## src/hdl/pts_pkg.sv

```systemverilog
// ----------------------------------------------------------------------------
// pts_pkg
// Shared constants and types of the prime test and search block.
// ----------------------------------------------------------------------------
`default_nettype none
package pts_pkg;
  localparam int unsigned MapBits = 32768;
  localparam logic [31:0] TopPrime = 32'd4294967291;
  localparam logic [31:0] SmallestPrime = 32'd2;
  localparam int unsigned DivBits = 17;

  localparam logic [1:0] CmdTest = 2'd0;
  localparam logic [1:0] CmdBelow = 2'd1;
  localparam logic [1:0] CmdAbove = 2'd2;

  typedef struct packed {
    logic done;
    logic rem_zero;
  } div_stat_t;
endpackage
`default_nettype wire

```

## src/hdl/pts_div.sv

```systemverilog
// ----------------------------------------------------------------------------
// pts_div
// Shared restoring remainder unit, one quotient bit per cycle.
// ----------------------------------------------------------------------------
`default_nettype none
module pts_div
  import pts_pkg::*;
(
  input  wire logic                clk_i,
  input  wire logic                rst_ni,
  input  wire logic                start_i,
  input  wire logic [31:0]         dividend_i,
  input  wire logic [DivBits-1:0]  divisor_i,
  output div_stat_t                stat_o
);
  logic [31:0]        num_q, num_d;
  logic [DivBits-1:0] den_q, den_d;
  logic [DivBits:0]   rem_q, rem_d;
  logic [5:0]         cnt_q, cnt_d;
  logic               busy_q, busy_d;
  logic               done_q, done_d;
  logic [DivBits:0]   shifted;

  always_comb begin
    num_d = num_q;
    den_d = den_q;
    rem_d = rem_q;
    cnt_d = cnt_q;
    busy_d = busy_q;
    done_d = 1'b0;
    shifted = {rem_q[DivBits-1:0], num_q[31]};
    if (start_i) begin
      num_d = dividend_i;
      den_d = divisor_i;
      rem_d = '0;
      cnt_d = 6'd32;
      busy_d = 1'b1;
    end else if (busy_q) begin
      num_d = {num_q[30:0], 1'b0};
      rem_d = (shifted >= {1'b0, den_q}) ? shifted - {1'b0, den_q} : shifted;
      cnt_d = cnt_q - 6'd1;
      if (cnt_q == 6'd1) begin
        busy_d = 1'b0;
        done_d = 1'b1;
      end
    end
  end

  always_ff @(posedge clk_i or negedge rst_ni) begin
    if (!rst_ni) begin
      busy_q <= 1'b0;
      done_q <= 1'b0;
      cnt_q <= '0;
    end else begin
      busy_q <= busy_d;
      done_q <= done_d;
      cnt_q <= cnt_d;
    end
  end

  always_ff @(posedge clk_i) begin
    num_q <= num_d;
    den_q <= den_d;
    rem_q <= rem_d;
  end

  assign stat_o.done = done_q;
  assign stat_o.rem_zero = (rem_q == '0);
endmodule
`default_nettype wire

```

## src/hdl/prime_test_and_search_top.sv

```systemverilog
// ----------------------------------------------------------------------------
// prime_test_and_search_top
// Prime test, highest prime at or below and lowest prime at or above a value.
// ----------------------------------------------------------------------------
// channel   dir  fields (tdata, low bit up)
// s_axis    in   cmd[1:0], value[33:2]
// m_axis    out  is_prime[0], found_prime[32:1]
//
// Each odd candidate is trial divided by odd divisors from 3 while p*p <= n.
// Each divisor is one pass of the shared remainder unit; a search repeats
// the test on each odd candidate across the gap.
// Trivial cases skip the divider and go straight to the done state. No pass runs after reset.
// A result waits in the output register; the next word is taken meanwhile.
// ----------------------------------------------------------------------------
`default_nettype none
module prime_test_and_search_top
  import pts_pkg::*;
#(
  parameter int unsigned MAP_BITS = MapBits
) (
  input  wire logic        clk_i,
  input  wire logic        rst_ni,
  input  wire logic        s_axis_tvalid,
  output logic             s_axis_tready,
  input  wire logic [39:0] s_axis_tdata,  // cmd, value
  output logic             m_axis_tvalid,
  input  wire logic        m_axis_tready,
  output logic [39:0]      m_axis_tdata   // is_prime, found_prime
);
  localparam logic [2:0] S_IDLE = 3'd0;
  localparam logic [2:0] S_CHK  = 3'd1;
  localparam logic [2:0] S_DIV  = 3'd2;
  localparam logic [2:0] S_DONE = 3'd3;
  localparam logic [DivBits-1:0] FirstDiv = DivBits'(3);
  localparam logic [DivBits+16:0] FirstSq = (DivBits+17)'(9);
  localparam logic [31:0] MapLimit = 32'(2 * MAP_BITS - 1);

  logic [2:0]            state_q, state_d;
  logic [1:0]            cmd_q, cmd_d;
  logic [31:0]           n_q, n_d;
  logic [DivBits-1:0]    p_q, p_d;
  logic [DivBits+16:0]   psq_q, psq_d;
  logic                  flag_q, flag_d;
  logic [31:0]           found_q, found_d;
  logic                  ov_q, ov_d;
  logic                  div_start;
  div_stat_t             div_stat;
  logic [1:0]            in_cmd;
  logic [31:0]           in_val;

  assign in_cmd = s_axis_tdata[1:0];
  assign in_val = s_axis_tdata[33:2];
  assign s_axis_tready = (state_q == S_IDLE);

  pts_div u_div (
    .clk_i      (clk_i),
    .rst_ni     (rst_ni),
    .start_i    (div_start),
    .dividend_i (n_q),
    .divisor_i  (p_q),
    .stat_o     (div_stat)
  );

  always_comb begin
    state_d = state_q;
    cmd_d = cmd_q;
    n_d = n_q;
    p_d = p_q;
    psq_d = psq_q;
    flag_d = flag_q;
    found_d = found_q;
    ov_d = ov_q;
    div_start = 1'b0;
    if (m_axis_tready) ov_d = 1'b0;
    case (state_q)
      S_IDLE: begin
        if (s_axis_tvalid) begin
          cmd_d = in_cmd;
          flag_d = 1'b0;
          found_d = '0;
          p_d = FirstDiv;
          psq_d = FirstSq;
          state_d = S_DONE;
          case (in_cmd)
            CmdTest: begin
              if (in_val >= SmallestPrime && in_val <= TopPrime) begin
                if (!in_val[0]) flag_d = (in_val == SmallestPrime);
                else begin
                  n_d = in_val;
                  state_d = S_CHK;
                end
              end
            end
            CmdBelow: begin
              if (in_val >= TopPrime) found_d = TopPrime;
              else if (in_val == SmallestPrime) found_d = SmallestPrime;
              else if (in_val > SmallestPrime) begin
                n_d = (in_val - 32'd1) | 32'd1;
                state_d = S_CHK;
              end
            end
            CmdAbove: begin
              if (in_val <= SmallestPrime) found_d = SmallestPrime;
              else if (in_val <= TopPrime) begin
                n_d = in_val | 32'd1;
                if (n_d >= TopPrime) found_d = TopPrime;
                else state_d = S_CHK;
              end
            end
            default: ;
          endcase
        end
      end
      S_CHK: begin
        if (psq_q > {(DivBits-15)'(0), n_q} || {15'd0, p_q} > MapLimit) begin
          if (cmd_q == CmdTest) flag_d = 1'b1;
          else found_d = n_q;
          state_d = S_DONE;
        end else begin
          div_start = 1'b1;
          state_d = S_DIV;
        end
      end
      S_DIV: begin
        if (div_stat.done) begin
          state_d = S_CHK;
          if (div_stat.rem_zero) begin
            p_d = FirstDiv;
            psq_d = FirstSq;
            case (cmd_q)
              CmdBelow: begin
                n_d = n_q - 32'd2;
                if (n_d < 32'd3) begin
                  found_d = SmallestPrime;
                  state_d = S_DONE;
                end
              end
              CmdAbove: begin
                n_d = n_q + 32'd2;
                if (n_d >= TopPrime) begin
                  found_d = TopPrime;
                  state_d = S_DONE;
                end
              end
              default: state_d = S_DONE;
            endcase
          end else begin
            p_d = p_q + DivBits'(2);
            psq_d = psq_q + {15'd0, p_q, 2'b00} + (DivBits+17)'(4);
          end
        end
      end
      S_DONE: begin
        if (!ov_q || m_axis_tready) begin
          ov_d = 1'b1;
          state_d = S_IDLE;
        end
      end
      default: state_d = S_IDLE;
    endcase
  end

  always_ff @(posedge clk_i or negedge rst_ni) begin
    if (!rst_ni) begin
      state_q <= S_IDLE;
      ov_q <= 1'b0;
    end else begin
      state_q <= state_d;
      ov_q <= ov_d;
    end
  end

  always_ff @(posedge clk_i) begin
    cmd_q <= cmd_d;
    n_q <= n_d;
    p_q <= p_d;
    psq_q <= psq_d;
    flag_q <= flag_d;
    found_q <= found_d;
  end

  logic flag_out_q;
  logic [31:0] found_out_q;
  always_ff @(posedge clk_i) begin
    if (state_q == S_DONE && (!ov_q || m_axis_tready)) begin
      flag_out_q <= flag_q;
      found_out_q <= found_q;
    end
  end

  assign m_axis_tvalid = ov_q;
  assign m_axis_tdata = {7'd0, found_out_q, flag_out_q};

  a_one_field: assert property (@(posedge clk_i) disable iff (!rst_ni)
    m_axis_tvalid |-> !(m_axis_tdata[0] && m_axis_tdata[32:1] != '0))
    else $error("both result fields set");
  a_div_done_state: assert property (@(posedge clk_i) disable iff (!rst_ni)
    div_stat.done |-> state_q == S_DIV)
    else $error("remainder done outside divide state");
  a_odd_div: assert property (@(posedge clk_i) disable iff (!rst_ni)
    state_q == S_DIV |-> p_q[0] && n_q[0])
    else $error("even divisor or candidate");
  a_start_chk: assert property (@(posedge clk_i) disable iff (!rst_ni)
    div_start |=> state_q == S_DIV)
    else $error("divide started without entering divide state");
endmodule
`default_nettype wire

```

## config.mk

```make
export PLATFORM = sky130hd
export DESIGN_NAME = prime_test_and_search_top
export DESIGN_NICKNAME = d
export VERILOG_FILES = /design/src/hdl/pts_pkg.sv /design/src/hdl/pts_div.sv /design/src/hdl/prime_test_and_search_top.sv
export SDC_FILE = /design/constraint.sdc
export NUM_CORES = 1
export LEC_CHECK = 0
export BUFFER_PORTS_ARGS = -buffer_cell sky130_fd_sc_hd__clkbuf_2
export CELL_PAD_IN_SITES_DETAIL_PLACEMENT = 0
export CELL_PAD_IN_SITES_GLOBAL_PLACEMENT = 1
export CORE_MARGIN = 3
export CORE_UTILIZATION = 40
export CTS_BUF_LIST = sky130_fd_sc_hd__clkbuf_8
export DETAILED_ROUTE_END_ITERATION = 8
export PLACE_DENSITY = 0.67
export REMOVE_ABC_BUFFERS = 1
export SLEW_MARGIN = 20
export SYNTH_ARGS = -nofsm -noshare
export SYNTH_HDL_FRONTEND = slang
export SYNTH_SLANG_ARGS = --single-unit
```

## constraint.sdc

```tcl
create_clock -name clk_i -period 7.78 [get_ports clk_i]
set_input_delay 1.167 -clock clk_i [delete_from_list [all_inputs] [get_ports clk_i]]
set_output_delay 1.167 -clock clk_i [all_outputs]
set_load 0.03 [all_outputs]
```

# After elaboration in Yosys (flattened, before gate mapping)
# Cells that the tools add are included.
# Widths: inputs -> output; s select.
[totals]
ff_bits = 230
latchBits = 0
ramBits = 0
rom_bits = 0
out_inout_bits = 42
n_memories = 0
[op_classes]
addsub = 8
multipliers = 0
n_div = 0
n_lt_le_gt_ge = 11
eq_ne = 27
shift = 0
mux = 77
bitwise = 0
reduce_logical = 19
[op_table]
columns = ["cell", "count"]
rows = [
  ["$mux 32", 23],
  ["$pmux 32 s2", 4],
  ["$pmux 32 s3", 2],
  ["$mux 34", 3],
  ["$ge 32x32->1 const B", 3],
  ["$pmux 34 s2", 1],
  ["$mux 17", 3],
  ["$add 34x19->34", 1],
  ["$add 34x3->34 const B", 1],
  ["$gt 34x32->1", 1],
  ["$pmux 17 s2", 1],
  ["$add 32x2->32 const B", 1],
  ["$eq 32x2->1 const B", 1],
  ["$ge 32x2->1 const B", 1],
  ["$gt 32x2->1 const B", 1],
  ["$le 32x2->1 const B", 1],
  ["$le 32x32->1 const B", 1],
  ["$lt 32x2->1 const B", 1],
  ["$sub 32x1->32 const B", 1],
  ["$sub 32x2->32 const B", 1],
  ["$ne 3x3->1 const B", 9],
  ["$mux 2", 11],
  ["$ge 18x17->1", 1],
  ["$logic_not 18->1", 1],
  ["other kinds (33)", 68],
]

# Logic depth before layout (Yosys ltp)
[depth]
depth_word = 7
ltp_mapped = 14
depth_no_buf = 13

# Cells and area by module
# Synthesis repeated with hierarchy kept, for this count alone.
[unflattened]
cells_unflattened = 1467
area_unflattened_um2 = 14726.6
[by_module_without_submodules]
columns = ["mod", "n_inst", "cells_each", "area_each_um2", "seq_area_each_um2"]
rows = [
  ["prime_test_and_search_top", 1, 1111, 10712.8, 4519.3],
  ["pts_div", 1, 356, 4013.8, 2031.9],
]

# Worst setup path after synthesis
# No wires, ideal clock.
[synth_timing]
path_type = "input to register"
startpoint = "input port s_axis_tdata[4]"
endpoint = "register n_q[10] (enable)"
setup_ps = 587
arrival_ps = 7189
t_required_ps = 7193
path_slack_ps = 4
path_stages = 9
n_path_buf = 1
cell_sequence = "clkbuf_1 > or4_1 > nor4_1 > nand4b_1 > nor2b_1 > a211oi_1 > a21oi_1 > o21a_1 > a2111oi_0"
[synth_via]
elab_chain_cells = 4
word_cells_on_any_way = 14
classes_between = "5 x order compare; 7 x eq/ne; 2 x reduce/logical"
[synth_lines]
columns = ["element", "line", "text"]
rows = [
  ["from (decl)", "prime_test_and_search_top.sv:25", "input wire logic [39:0] s_axis_tdata,"],
  ["$ge 32x2->1 or $le 32x32->1 (tied branches)", "prime_test_and_search_top.sv:86, prime_test_and_search_top.sv:104", ""],
  ["$logic_and 1x1->1", "prime_test_and_search_top.sv:86", "if (in_val >= SmallestPrime && in_val <= TopPrime) begin"],
  ["$ne 3x3->1 (no source line)", "n/a", ""],
  ["$reduce_and 13->1 (no source line) (*)", "n/a", ""],
  ["to (signal assigned)", "prime_test_and_search_top.sv:175", "n_q <= n_d;"],
  ["to (decl)", "prime_test_and_search_top.sv:40", "logic [31:0] n_q, n_d;"],
]
# Mark *: on every way between the ends. The rest lies on a longest branch, timed or not.
# A chain may end at the register's enable or synchronous reset.

# Final worst setup path
[layout_timing]
startpoint = "register n_q[27]"
endpoint = "register u_div.num_q[3] (data pin)"
[layout_via]
elab_chain_cells = 5
[layout_lines]
columns = ["element", "line", "text"]
rows = [
  ["$gt 34x32->1", "prime_test_and_search_top.sv:115", "if (psq_q > {(DivBits-15)'(0), n_q} || {15'd0, p_q} > MapLimit) begin"],
  ["$logic_or 1x1->1", "prime_test_and_search_top.sv:115", ""],
  ["$mux 1", "prime_test_and_search_top.sv:115", ""],
  ["$mux 1", "prime_test_and_search_top.sv:75", "case (state_q)"],
  ["$mux 32", "pts_div.sv:32", "if (start_i) begin"],
  ["named net u_div.num_d[3]", "pts_div.sv:16", "logic [31:0] num_q, num_d;"],
  ["to (signal assigned)", "pts_div.sv:62", "num_q <= num_d;"],
  ["to (decl)", "pts_div.sv:16", ""],
]
# The timed path passes the listed nets, and every way through them passes these cells.

==> key figures <==
Yosys
  • Synthesized area per cell: 10.0 µm²
  • Asr flop ratio synth: 4.87%
  • Ys flop type: edfxtp_1
  • Cell variety after synth: 75
  • Yosys warnings: 0
  • Synth Register Bits: roughly 230
  • Mapped Cells: 1,436
  • Synth Cell Area: roughly 14,000 µm²
  • Post-synth EDFFs: slightly below 200
  • Post-synthesis sequential area ratio: 45.4%

Clock tree
  • Clock root cell: clkbuf_8
  • Post-cts sizing count: 0
  • Total CTS buffers: 42
  • Max Root-Sink Buffers: 3
  • Clock slew at reported path FFs: 0.06 ns
  • CTS tree: yes
  • H-tree depth: 2
  • Clock latency on the worst-skew pair: 0.58 ns
  • Post-CTS Hold Buffers: 0
  • Number of setup buffers added after CTS: 0
  • Clock Sinks: 226

Worst setup path
  • Most frequent CP cell: o21ai_0
  • CP Cell Sequence: inv_1, ha_1, a21oi_1, o21ai_0, a21o_1, a2111oi_0, o21ai_0, nor2_1, nand2_1, inv_2, buf_4, mux2_2
  • Critical path class: register to register
  • Worst EP required: around 8.1 ns
  • Worst path slowest cell: a2111oi_0
  • Crit. End Element: register
  • CP peak stage delay: 0.87 ns
  • Crit Path Max Fanout: 38
  • Flop-to-flop setup slack: 2.64 ns
  • Crit path launch type: register
  • Reg2reg path depth: 12
  • CP arrival: 5.46 ns

Place
  • DP Wirelength: about 28 mm
  • Routability cong.: 0.932
  • Port Buf Inserts: 72
  • Placed Cells incl. Taps: around 1,900

GRT
  • Largest net degree at the start of global routing: 59
  • Vias in the first global route: roughly 11,000
  • Total track usage: 19.9%
  • Initial antenna violation count: 0
  • GRT overflow: 0
  • First-pass GRT wire length: 61.1 mm

Detailed routing
  • Total Wirelength: 38.5 mm
  • Via density: 5.72
  • Post-DRT Antenna Nets: 0
  • Initial DRT Pass Iterations: 5
  • Vias: 11,300
  • Post-route DRC: 0
  • DR WL/cell: 19.5 µm
  • DR iter-0 viols: 816

Power and ir drop
  • PwrDens: 455 nW/µm²
  • Tot Pwr: 0.00728 W
  • Worst VDD drop: between 0.0002 and 0.00025 V
  • Static leakage: ~6 nW

Floorplanning
  • Initial core utilization: 41.1%
  • Core footprint: 35,100 µm²
  • Die Ht: roughly 200 µm
  • Row count: 68
  • Die width: 196 µm
  • Die ar.: 38,400 µm²
  • Num ports: 86

Timing
  • Final Max Slew Viols: 0
  • Final setup fails: 0
  • TNS Setup: 0 ns
  • F_max: 194 MHz
  • Worst hold margin: approximately 0.42 ns
  • Period minus WS final: between 5 and 6 ns
  • Final worst path period share: 66.1%
  • Relative slew slack: between 30 and 40%
  • Worst-Margin Slew: 1.03 ns
  • RSZ-0062 raised after global routing: false
  • Final Hold Violating Endpoints: 0
  • Final setup skew: 0.0211 ns

Layout
  • Fin cells: 1,981
  • N_diodes: 0
  • Fin util: 45.6%
  • Share of cells above drive strength 1: 13.1%
  • Fin nets: 1,640
  • Layout fillers: about 3,300
  • Area grow syn2layout: 10.9%

Flow run
  • Max_cap viols: 0

Outcome
  • Status: completed

Min path
  • Hold Path Cell Cnt: 0
  • Worst Hold Class: register to register
[placed cells by master (no fill, tap or decap), types with 13 or more instances in the layout]
master and count:
edfxtp_1 197, nor2_1 122, ha_1 99, nand2_1 89
inv_1 86, xnor2_1 80, o21ai_0 72, clkbuf_2 72
a21oi_1 62, a31oi_1 50, nor3_1 45, clkbuf_8 42
nand3_1 38, xor2_1 34, nand4_1 33, mux2_2 33
or3_1 29, nor4_1 27, a211oi_1 21, dfxtp_1 18
buf_4 16, or4_1 15, and3_1 15, o21a_1 13
a21o_1 13
[through the flow]
step / setup WS, ns / instance area, µm²
finish: 2.64 / 16000
global route: 2.45 / 16000
floorplan: 0.0586 / 14100
detailed placement: 2.72 / 15200
global placement: 2.74 / 15200
CTS: 2.66 / 16000
[registers in the layout, summed over array words and instances, names as in the netlist]
signal         flops
cmd_q              2
flag_out_q         1
flag_q             1
found_out_q       32
found_q           32
m_axis_tvalid      1
n_q               31
p_q               17
psq_q             32
state_q            2
u_div.busy_q       1
u_div.cnt_q        6
u_div.den_q       17
u_div.done_q       1
u_div.num_q       32
u_div.rem_q       18
[worst max-delay path: cells and delay by family, from the launching register on]
kind / cells / cell delay [ns]
compound gates: 5 / 1.80
buf+inv: 3 / 1.32
flops: 1 / 0.61
simple gates: 2 / 0.43
mux: 1 / 0.39
fa+ha+maj: 1 / 0.34
[logic make-up after synthesis]
kind of cell | count (synthesis) | share of synthesized area [%]
fa+ha+maj | 102 | 8.95
flops | 226 | 45.4
simple gates | 490 | 17.5
xor+xnor | 115 | 7.04
other cells | 1 | 0.0260
compound gates | 302 | 13.4
buf+inv | 157 | 4.42
mux | 43 | 3.27
[path summary, 6_finish.rpt]
path	startpoint	end
setup reg to reg	n_q[27]	u_div.num_q[3]
min in group asynchronous	rst_ni	u_div.cnt_q[2]
hold / removal	found_q[5]	found_out_q[5]
setup / recovery	n_q[27]	u_div.num_q[3]
hold reg to reg	found_q[5]	found_out_q[5]
max in group asynchronous	rst_ni	state_q[0]
[layer usage]
layer / routed length (µm) / vias to the layer above / global-route usage (%)
met2: 16600 / 285 / 29.6
met3: 2190 / 66 / 4.05
met4: 1040 / 0 / 6.23
met1: 18700 / 5509 / 29.1
li1: - / 5467 / -
met5: 0 / - / 0
[cells in the mapped netlist, types with 38 or more instances]
library cell | instances | share of area, %
a31oi_1 | 50 | 2.2
ha_1 | 100 | 8.7
clkbuf_1 | 63 | 1.6
edfxtp_1 | 197 | 41
a21oi_1 | 62 | 2.2
nor3_1 | 45 | 1.6
nand3_1 | 38 | 1.3
xnor2_1 | 80 | 4.9
nor2_1 | 123 | 3.2
o21ai_0 | 72 | 2.5
nand2_1 | 89 | 2.3
inv_1 | 75 | 2.0
[power breakdown]
group          switching, W  internal, W
Combinational       0.00209      0.00135
Sequential         0.000555      0.00215
Clock              0.000524     0.000608
[layout make-up]
| cell class | instances | area [µm²] | area share, % |
|---|---|---|---|
| well taps | 455 | 569 | 3.56 |
| clock inverters | 34 | 230 | 1.44 |
| repair buffers | 88 | 480 | 3.00 |
| flip-flops and latches | 226 | 6550 | 41.0 |
| inverters | 77 | 289 | 1.81 |
| clock buffers | 42 | 578 | 3.62 |
| multi-input cells | 1059 | 7290 | 45.6 |
Power figures use the tool's default switching activity.
